[src/sv/salt_pkg.sv]
// Shared types and character constants for the service attribute list tokenizer.
`default_nettype none

package salt_pkg;

   // Characters the tokenizer recognizes.
   localparam logic [7:0] CH_SPACE  = 8'h20;
   localparam logic [7:0] CH_TAB    = 8'h09;
   localparam logic [7:0] CH_QUOTE  = 8'h22;
   localparam logic [7:0] CH_LPAREN = 8'h28;
   localparam logic [7:0] CH_RPAREN = 8'h29;
   localparam logic [7:0] CH_COMMA  = 8'h2C;
   localparam logic [7:0] CH_EQUAL  = 8'h3D;
   localparam logic [7:0] CH_BSLASH = 8'h5C;
   localparam logic [7:0] CH_UPPER_F = 8'h46;
   localparam logic [7:0] CH_DIGIT_0 = 8'h30;
   localparam logic [7:0] CH_DIGIT_9 = 8'h39;

   // Token kinds.
   localparam logic [1:0] KIND_KEYWORD = 2'd0;
   localparam logic [1:0] KIND_TAG     = 2'd1;
   localparam logic [1:0] KIND_VALUE   = 2'd2;

   localparam int MaxResults = 4;

   typedef enum logic [1:0] {
      ESC_IDLE,
      ESC_ONE,
      ESC_TWO
   } esc_type;

   typedef struct packed {
      logic [7:0] out_byte;
      logic       has_byte;
      logic [1:0] token_kind;
      logic       token_end;
      logic       attr_end;
      logic       list_end;
   } result_type;

   // All results that one input word produces, in order.
   typedef struct packed {
      result_type [MaxResults-1:0] res;
      logic [2:0]                  cnt;
   } batch_type;

endpackage

`default_nettype wire

[src/sv/salt_core.sv]
// Tokenizer state and the per-word logic that builds a batch of results.
`default_nettype none

module salt_core (
   input  wire logic               clock,
   input  wire logic               reset,
   input  wire logic               fire,
   input  wire logic [7:0]         in_byte,
   input  wire logic               in_last,
   input  wire logic               unquote,
   output salt_pkg::batch_type     batch
);
   import salt_pkg::*;

   typedef struct packed {
      batch_type  b;
      esc_type    phase;
      logic [7:0] first;
      logic       opaque;
   } work_type;

   logic       inside_group_ff, inside_group_in;
   logic       drop_space_ff, drop_space_in;
   logic       space_pending_ff, space_pending_in;
   logic       in_value_ff, in_value_in;
   esc_type    esc_phase_ff, esc_phase_in;
   logic [7:0] esc_first_ff, esc_first_in;
   logic       opaque_ff, opaque_in;
   logic       token_open_ff, token_open_in;

   function automatic batch_type put_res(batch_type b, logic [7:0] d, logic has,
                                         logic [1:0] kind, logic tend, logic aend);
      batch_type r;
      r = b;
      if (r.cnt < 3'(MaxResults)) begin
         r.res[r.cnt[1:0]].out_byte   = d;
         r.res[r.cnt[1:0]].has_byte   = has;
         r.res[r.cnt[1:0]].token_kind = kind;
         r.res[r.cnt[1:0]].token_end  = tend;
         r.res[r.cnt[1:0]].attr_end   = aend;
         r.res[r.cnt[1:0]].list_end   = 1'b0;
         r.cnt = r.cnt + 3'd1;
      end
      return r;
   endfunction

   function automatic logic [3:0] nibble(logic [7:0] c);
      logic is_digit;
      is_digit = (c >= CH_DIGIT_0) && (c <= CH_DIGIT_9);
      // Letters and any other byte both reduce to the low nibble plus nine.
      return is_digit ? c[3:0] : 4'(c[3:0] + 4'd9);
   endfunction

   function automatic work_type plain_byte(work_type w, logic [7:0] c, logic strip,
                                           logic [1:0] kind);
      work_type r;
      r = w;
      if (!(strip && c == CH_QUOTE)) begin
         r.b = put_res(r.b, c, 1'b1, kind, 1'b0, 1'b0);
      end
      return r;
   endfunction

   function automatic work_type decode_byte(work_type w, logic [7:0] c, logic strip,
                                            logic [1:0] kind);
      work_type r;
      r = w;
      if (r.opaque) begin
         r.b = put_res(r.b, c, 1'b1, kind, 1'b0, 1'b0);
      end else if (r.phase == ESC_ONE) begin
         r.first = c;
         r.phase = ESC_TWO;
      end else if (r.phase == ESC_TWO) begin
         r.phase = ESC_IDLE;
         if (r.first == CH_UPPER_F && c == CH_UPPER_F) begin
            r.b = put_res(r.b, CH_BSLASH, 1'b1, kind, 1'b0, 1'b0);
            r.b = put_res(r.b, CH_UPPER_F, 1'b1, kind, 1'b0, 1'b0);
            r.b = put_res(r.b, CH_UPPER_F, 1'b1, kind, 1'b0, 1'b0);
            r.opaque = 1'b1;
         end else begin
            r.b = put_res(r.b, {nibble(r.first), nibble(c)}, 1'b1, kind, 1'b0, 1'b0);
         end
      end else if (c == CH_BSLASH) begin
         r.phase = ESC_ONE;
      end else begin
         r = plain_byte(r, c, strip, kind);
      end
      return r;
   endfunction

   // An escape left open when a token ends is emitted literally.
   function automatic work_type close_token(work_type w, logic strip, logic [1:0] kind,
                                            logic aend);
      work_type r;
      r = w;
      if (r.phase == ESC_ONE) begin
         r.b = put_res(r.b, CH_BSLASH, 1'b1, kind, 1'b0, 1'b0);
      end else if (r.phase == ESC_TWO) begin
         r.b = put_res(r.b, CH_BSLASH, 1'b1, kind, 1'b0, 1'b0);
         r = plain_byte(r, r.first, strip, kind);
      end
      r.phase  = ESC_IDLE;
      r.first  = 8'd0;
      r.opaque = 1'b0;
      r.b = put_res(r.b, 8'd0, 1'b0, kind, 1'b1, aend);
      return r;
   endfunction

   always_comb begin
      work_type   w;
      logic       ws;
      logic [1:0] kind;
      logic [1:0] lidx;

      w.b      = '0;
      w.phase  = esc_phase_ff;
      w.first  = esc_first_ff;
      w.opaque = opaque_ff;
      inside_group_in  = inside_group_ff;
      drop_space_in    = drop_space_ff;
      space_pending_in = space_pending_ff;
      in_value_in      = in_value_ff;
      token_open_in    = token_open_ff;
      ws   = (in_byte == CH_SPACE) || (in_byte == CH_TAB);
      kind = in_value_ff ? KIND_VALUE : KIND_TAG;
      lidx = 2'd0;

      if (!inside_group_ff) begin
         if (ws) begin
            // Whitespace outside groups is dropped.
         end else if (in_byte == CH_LPAREN || in_byte == CH_COMMA) begin
            if (token_open_ff) begin
               w.b = put_res(w.b, 8'd0, 1'b0, KIND_KEYWORD, 1'b1, 1'b1);
            end
            token_open_in = 1'b0;
            if (in_byte == CH_LPAREN) begin
               inside_group_in  = 1'b1;
               in_value_in      = 1'b0;
               drop_space_in    = 1'b1;
               space_pending_in = 1'b0;
               w.phase          = ESC_IDLE;
               w.opaque         = 1'b0;
               token_open_in    = 1'b1;
            end
         end else begin
            w.b = put_res(w.b, in_byte, 1'b1, KIND_KEYWORD, 1'b0, 1'b0);
            token_open_in = 1'b1;
         end
      end else begin
         if (ws) begin
            if (!drop_space_ff) begin
               space_pending_in = 1'b1;
            end
         end else if (in_byte == CH_RPAREN) begin
            w = close_token(w, unquote, kind, 1'b1);
            space_pending_in = 1'b0;
            inside_group_in  = 1'b0;
            in_value_in      = 1'b0;
            token_open_in    = 1'b0;
            drop_space_in    = 1'b1;
         end else if ((in_byte == CH_EQUAL && !in_value_ff) ||
                      (in_byte == CH_COMMA && in_value_ff)) begin
            w = close_token(w, unquote, kind, 1'b0);
            space_pending_in = 1'b0;
            in_value_in      = 1'b1;
            drop_space_in    = 1'b1;
            token_open_in    = 1'b1;
         end else if (in_byte == CH_EQUAL || in_byte == CH_COMMA) begin
            space_pending_in = 1'b0;
            drop_space_in    = 1'b1;
            w = decode_byte(w, in_byte, unquote, kind);
         end else begin
            if (space_pending_ff) begin
               w = decode_byte(w, CH_SPACE, unquote, kind);
            end
            space_pending_in = 1'b0;
            drop_space_in    = 1'b0;
            w = decode_byte(w, in_byte, unquote, kind);
         end
      end

      if (in_last) begin
         if (inside_group_in) begin
            w = close_token(w, unquote, in_value_in ? KIND_VALUE : KIND_TAG, 1'b1);
         end else if (token_open_in) begin
            w.b = put_res(w.b, 8'd0, 1'b0, KIND_KEYWORD, 1'b1, 1'b1);
         end
         if (w.b.cnt == 3'd0) begin
            w.b = put_res(w.b, 8'd0, 1'b0, KIND_KEYWORD, 1'b0, 1'b0);
         end
         lidx = 2'(w.b.cnt - 3'd1);
         w.b.res[lidx].list_end = 1'b1;
         inside_group_in  = 1'b0;
         drop_space_in    = 1'b1;
         space_pending_in = 1'b0;
         in_value_in      = 1'b0;
         w.phase          = ESC_IDLE;
         w.first          = 8'd0;
         w.opaque         = 1'b0;
         token_open_in    = 1'b0;
      end

      esc_phase_in = w.phase;
      esc_first_in = w.first;
      opaque_in    = w.opaque;
      batch        = w.b;
   end

   always_ff @(posedge clock) begin
      if (reset) begin
         inside_group_ff  <= 1'b0;
         drop_space_ff    <= 1'b1;
         space_pending_ff <= 1'b0;
         in_value_ff      <= 1'b0;
         esc_phase_ff     <= ESC_IDLE;
         esc_first_ff     <= 8'd0;
         opaque_ff        <= 1'b0;
         token_open_ff    <= 1'b0;
      end else if (fire) begin
         inside_group_ff  <= inside_group_in;
         drop_space_ff    <= drop_space_in;
         space_pending_ff <= space_pending_in;
         in_value_ff      <= in_value_in;
         esc_phase_ff     <= esc_phase_in;
         esc_first_ff     <= esc_first_in;
         opaque_ff        <= opaque_in;
         token_open_ff    <= token_open_in;
      end
   end

endmodule

`default_nettype wire

[src/sv/salt_rsp_buf.sv]
// Result register that holds one batch and hands its results out one word at a time.
`default_nettype none

module salt_rsp_buf (
   input  wire logic                clock,
   input  wire logic                reset,
   input  wire logic                load,
   input  wire salt_pkg::batch_type batch,
   output logic                     free,
   output logic                     rsp_valid,
   input  wire logic                rsp_ready,
   output salt_pkg::result_type     head
);
   import salt_pkg::*;

   result_type [MaxResults-1:0] res_ff;
   logic [2:0]                  rem_ff;
   logic [1:0]                  idx_ff;
   logic                        take;

   assign rsp_valid = (rem_ff != 3'd0);
   assign take      = rsp_valid && rsp_ready;
   // A new batch may land when the last word of the current one leaves.
   assign free      = (rem_ff == 3'd0) || (rem_ff == 3'd1 && rsp_ready);
   assign head      = res_ff[idx_ff];

   always_ff @(posedge clock) begin
      if (reset) begin
         rem_ff <= 3'd0;
         idx_ff <= 2'd0;
      end else if (load) begin
         rem_ff <= batch.cnt;
         idx_ff <= 2'd0;
      end else if (take) begin
         rem_ff <= rem_ff - 3'd1;
         idx_ff <= idx_ff + 2'd1;
      end
   end

   always_ff @(posedge clock) begin
      if (load) begin
         res_ff <= batch.res;
      end
   end

endmodule

`default_nettype wire

[src/sv/service_attribute_list_tokenizer.sv]
// Top level of the service attribute list tokenizer.
//
//   Port group   Direction  Handshake            Contents
//   req_         in         req_valid/req_ready  one list character and its last flag
//   rsp_         out        rsp_valid/rsp_ready  one token byte or marker with end flags
//   csr_         in         csr_wr_en            quote removal bit
//
// A character is held in the input register, then its results (zero to four
// words) are built combinationally and loaded into the result register.
// Throughput is one character per cycle while each yields at most one word
// and rsp_ready is high; more words hold the input until the last one leaves.
// Reset is synchronous and returns the parser to the start of a list.
// A stall on rsp_ready backs up into req_ready through the result register.
`default_nettype none

module service_attribute_list_tokenizer (
   input  wire logic       clock,
   input  wire logic       reset,
   input  wire logic       req_valid,
   output logic            req_ready,
   input  wire logic [7:0] req_in_byte,
   input  wire logic       req_in_last,
   output logic            rsp_valid,
   input  wire logic       rsp_ready,
   output logic [7:0]      rsp_out_byte,
   output logic            rsp_has_byte,
   output logic [1:0]      rsp_token_kind,
   output logic            rsp_token_end,
   output logic            rsp_attr_end,
   output logic            rsp_list_end,
   input  wire logic       csr_wr_en,
   input  wire logic       csr_wr_data
);
   import salt_pkg::*;

   logic       in_valid_ff;
   logic [7:0] in_byte_ff;
   logic       in_last_ff;
   logic       unquote_ff;
   logic       fire;
   logic       buf_free;
   batch_type  batch;
   result_type head;

   assign fire      = in_valid_ff && buf_free;
   assign req_ready = !in_valid_ff || fire;

   always_ff @(posedge clock) begin
      if (reset) begin
         in_valid_ff <= 1'b0;
      end else if (req_ready) begin
         in_valid_ff <= req_valid;
      end
   end

   always_ff @(posedge clock) begin
      if (req_valid && req_ready) begin
         in_byte_ff <= req_in_byte;
         in_last_ff <= req_in_last;
      end
   end

   always_ff @(posedge clock) begin
      if (reset) begin
         unquote_ff <= 1'b0;
      end else if (csr_wr_en) begin
         unquote_ff <= csr_wr_data;
      end
   end

   salt_core u_core (
      .clock        (clock),
      .reset        (reset),
      .fire         (fire),
      .in_byte      (in_byte_ff),
      .in_last      (in_last_ff),
      .unquote      (unquote_ff),
      .batch        (batch)
   );

   salt_rsp_buf u_rsp_buf (
      .clock     (clock),
      .reset     (reset),
      .load      (fire),
      .batch     (batch),
      .free      (buf_free),
      .rsp_valid (rsp_valid),
      .rsp_ready (rsp_ready),
      .head      (head)
   );

   assign rsp_out_byte   = head.out_byte;
   assign rsp_has_byte   = head.has_byte;
   assign rsp_token_kind = head.token_kind;
   assign rsp_token_end  = head.token_end;
   assign rsp_attr_end   = head.attr_end;
   assign rsp_list_end   = head.list_end;

endmodule

`default_nettype wire
[config.mk]
export PLATFORM = sky130hd
export DESIGN_NAME = service_attribute_list_tokenizer
export DESIGN_NICKNAME = d
export VERILOG_FILES = /design/src/sv/salt_pkg.sv /design/src/sv/salt_core.sv /design/src/sv/salt_rsp_buf.sv /design/src/sv/service_attribute_list_tokenizer.sv
export SDC_FILE = /design/constraint.sdc
export NUM_CORES = 1
export LEC_CHECK = 0
export ABC_CLOCK_PERIOD_IN_PS = 6900
export BUFFER_PORTS_ARGS = -buffer_cell sky130_fd_sc_hd__buf_2
export CORE_MARGIN = 1.5
export CORE_UTILIZATION = 55
export CTS_BUF_LIST = sky130_fd_sc_hd__clkbuf_16
export DETAILED_ROUTE_END_ITERATION = 7
export PLACE_DENSITY_LB_ADDON = 0.08
export SYNTH_ARGS = -nofsm -noshare
export SYNTH_HDL_FRONTEND = slang
export SYNTH_SLANG_ARGS = --single-unit
[constraint.sdc]
create_clock -name clock -period 6.9 [get_ports clock]
set_input_delay 1.38 -clock clock [delete_from_list [all_inputs] [get_ports clock]]
set_output_delay 1.38 -clock clock [all_outputs]
set_load 0.01 [all_outputs]
==> flow_summary_export.csv <==
group,metric,value,unit
outcome,outcome,"completed",
route,wl_per_cell,24.95,µm
route,dr.pass1.iters,6,
placement,place_inst,1180,
pwr,p_leak,0.003216,µW
route,routed_wl,29.87,mm
logic_synthesis,synth_edf_count,65,
pwr,clkPwrFrac,30.0,%
setup_path,worstSetupStartpoint,"u_core.esc_phase_ff[1]$_SDFFE_PP0P_",
route,drt-initial-drc-count,1422,
timing,timing.hold.ws,537.8,ps
pwr,p_sw,569.0,µW
route,viasPerCell,7.118,
placement,placed_area,8576,µm²
floorplan,die_area,15550,µm²
timing,hold_viol,0,
cts,clockRootBuffer,"clkbuf_16",
route,ant_nets,0,
timing,drv_slew,0,
logic_synthesis,syn_area,8147,µm²
setup_path,cp_max_fo,12,
timing,fmax,155.6,MHz
floorplan,rows,44,
setup_path,criticalPathCategory,"reg2reg",
floorplan,die-width,124.7,µm
final_layout,drive_above_1_share,15.50,%
timing,finalSetupViolCount,0,
logic_synthesis,yosysTopAreaCellShare,23.96,%
final_layout,layout_commonest_cell,"nand2_1",
timing,slew-limit-headroom,19.13,%
global_routing,grt_start_max_net_pins,67,
logic_synthesis,synth_area_leaders,"edfxtp_1, ha_1, dfxtp_1",
logic_synthesis,ys_types,100,
global_routing,grt_usage,38.13,%
pwr,pwr-share-comb,26.1,%
hold_path,hp-class,"reg2reg",
logic_synthesis,syn_inst,987,
floorplan,dieHeight,124.7,µm
cts,clock_latency,360,ps
logic_synthesis,syn_nets,1043,
floorplan,initial_core_util,56.27,%
placement,hpwl,22.68,mm
logic_synthesis,yosys_warnings,0,
final_layout,multi_input_area,5296,µm²
floorplan,coreArea,14480,µm²
final_layout,final-seq-area,2414,µm²
final_layout,nets,1064,
logic_synthesis,ys_ff_latch,88,
setup_path,timing.rr.start,"u_core.esc_phase_ff[1]$_SDFFE_PP0P_",
job,cap_violations,0,
timing,period_share,93.17,%
cts,cts.sinks,88,
cts,cts_tree,"yes",
setup_path,worst_setup_path_start_kind,"flip-flop",
cts,clockBufferDepth,2,
final_layout,insertedDiodeCount,0,
cts,clk_pin_slew_worst_paths,70,ps
global_routing,grt_pass1_wl,45.57,mm
final_layout,final_cell_area,8890,µm²
cts,numCtsBuffers,9,
placement,port_buffers,30,
pwr,powerDensity,189.1,nW/µm²
pwr,ir_worst_vdd,0.2214,mV
route,drc,0,
final_layout,layout_common_cells,"nand2_1, a21oi_1, o21ai_0",
logic_synthesis,ys_seq_area_share,29.61,%
setup_path,end_kind,"flip-flop",
timing,fin_crit,6428,ps
timing,worst_pin_slew,1209,ps
final_layout,fillers,1353,
logic_synthesis,async_flop_share,0,%
global_routing,gr-total-overflow,0,
timing,tns,0,ps
logic_synthesis,syn_area_per_cell,8.254,µm²
final_layout,area_growth,9.123,%
global_routing,grt_pass1_vias,7642,
cts,htreeDepth,3,
pwr,seqPwrFrac,43.9,%
logic_synthesis,yosysTopAreaCell,"edfxtp_1",
pwr,p_int,1112,µW
pwr,switching_share,33.84,%
global_routing,antenna_found_initial,0,
setup_path,crit_arrival,6520,ps
cts,hold_buffers,0,
final_layout,stdcell_count,1197,
floorplan,io-pin-count,31,
hold_path,hold_start,"in_valid_ff$_SDFFE_PP0N_",
setup_path,crit_required,6990,ps
placement,place_congestion,1.105,
timing,fin_skew,7.976,ps
route,vias,8520,
timing,rsz0062_at_grt,"false",
logic_synthesis,synth-main-ff-cell,"edfxtp_1",
[kinds of logic after synthesis]
logic type / count (synthesis) / synth area share [%]
fa+ha+maj: 41 / 6.297
xor+xnor: 14 / 1.597
mux: 28 / 5.683
compound gates: 348 / 28.75
flops: 88 / 29.61
simple gates: 362 / 22.58
buf+inv: 106 / 5.483
[Yosys cell counts (all sizes together) (9+ instances only)]
cell type  count
o21a          10
or3           10
a211oi        13
nor3          32
clkbuf        49
nand4          9
buf           19
xnor2         11
and2          12
a21oi         84
edfxtp        65
nand3         37
o21ai         88
o22ai         18
mux4          14
ha            41
a22o           9
inv           38
dfxtp         23
nand2b        10
a31oi         16
and3          10
nor2          74
a22oi         11
o211ai        10
nand2        122
[worst max-delay path: stages (launching register included)]
cell and delay, ps:
dfxtp_2 450, inv_1 120, ha_1 210, and3b_1 270, nor2_1 220, ha_1 260
nand4_1 160, ha_1 320, nor2b_1 40, o41ai_1 230, nand2_1 220, ha_1 360
mux2i_1 310, inv_1 120, ha_1 290, o31a_1 290, a21o_1 230, ha_1 280
nand3_1 80, o211a_4 190, inv_1 80, ha_1 160, o41a_1 300, nand2_1 120
inv_1 140, o21ai_0 170, o21ai_0 350, o32ai_1 170
[layout make-up]
type	count	share of cell area (%)
Multi-Input combinational cell	793	59.58
Sequential cell	88	27.15
Timing Repair Buffer	78	5.742
Tap cell	184	2.590
Clock buffer	9	2.533
Inverter	38	1.605
Clock inverter	7	0.8023
[repair_timing]
item	CTS	global route
setup buffers	0	1
hold endpoints to repair	0	0
setup endpoints to repair	0	48
gates resized for setup	0	5
[power groups by stage]
stage / Sequential [µW] / Clock [µW] / Combinational [µW]
floorplan: 709 / 0 / 331
global placement: 749 / 0 / 432
global route: 752 / 527 / 472
detailed placement: 752 / 0 / 433
CTS: 740 / 505 / 435
finish: 738 / 505 / 439
[per-layer routing]
metal	wire, µm	part of all wire (%)	track usage [%]	up-vias
met5	0	0	0	-
met4	1361	4.6	15.15	0
met3	3667	12	10.52	124
met2	12310	41	55.04	620
met1	12530	42	53.98	3981
li1	-	-	-	3795
[worst paths after layout]
| check | end | slack, ps | cells past startpoint |
|---|---|---|---|
| worst min register to register | in_valid_ff$_SDFFE_PP0N_ | 540 | 2 |
| worst max register to register | u_rsp_buf.res_ff[32]$_DFFE_PP_ | 470 | 27 |
| worst max-delay path | u_rsp_buf.res_ff[32]$_DFFE_PP_ | 470 | 27 |
| worst min-delay path | in_valid_ff$_SDFFE_PP0N_ | 540 | 2 |
[per-stage QoR]
stage	utilization (%)	total power (µW)	setup WS, ps
2_1_floorplan	-	1040	893.1
3_3_place_gp	59.23	1181	438.2
3_5_place_dp	59.23	1185	146.3
4_1_cts	61.28	1680	116.3
5_1_grt	61.40	1751	11.94
6_report	61.40	1681	471.5
[registers in the layout (all words and copies together), names as in the netlist, 2 cells and up]
signal / flops
in_byte_ff: 8
u_core.esc_first_ff: 8
u_core.esc_phase_ff: 2
u_rsp_buf.idx_ff: 2
u_rsp_buf.rem_ff: 3
u_rsp_buf.res_ff: 56
Power figures use the tool's default switching activity.
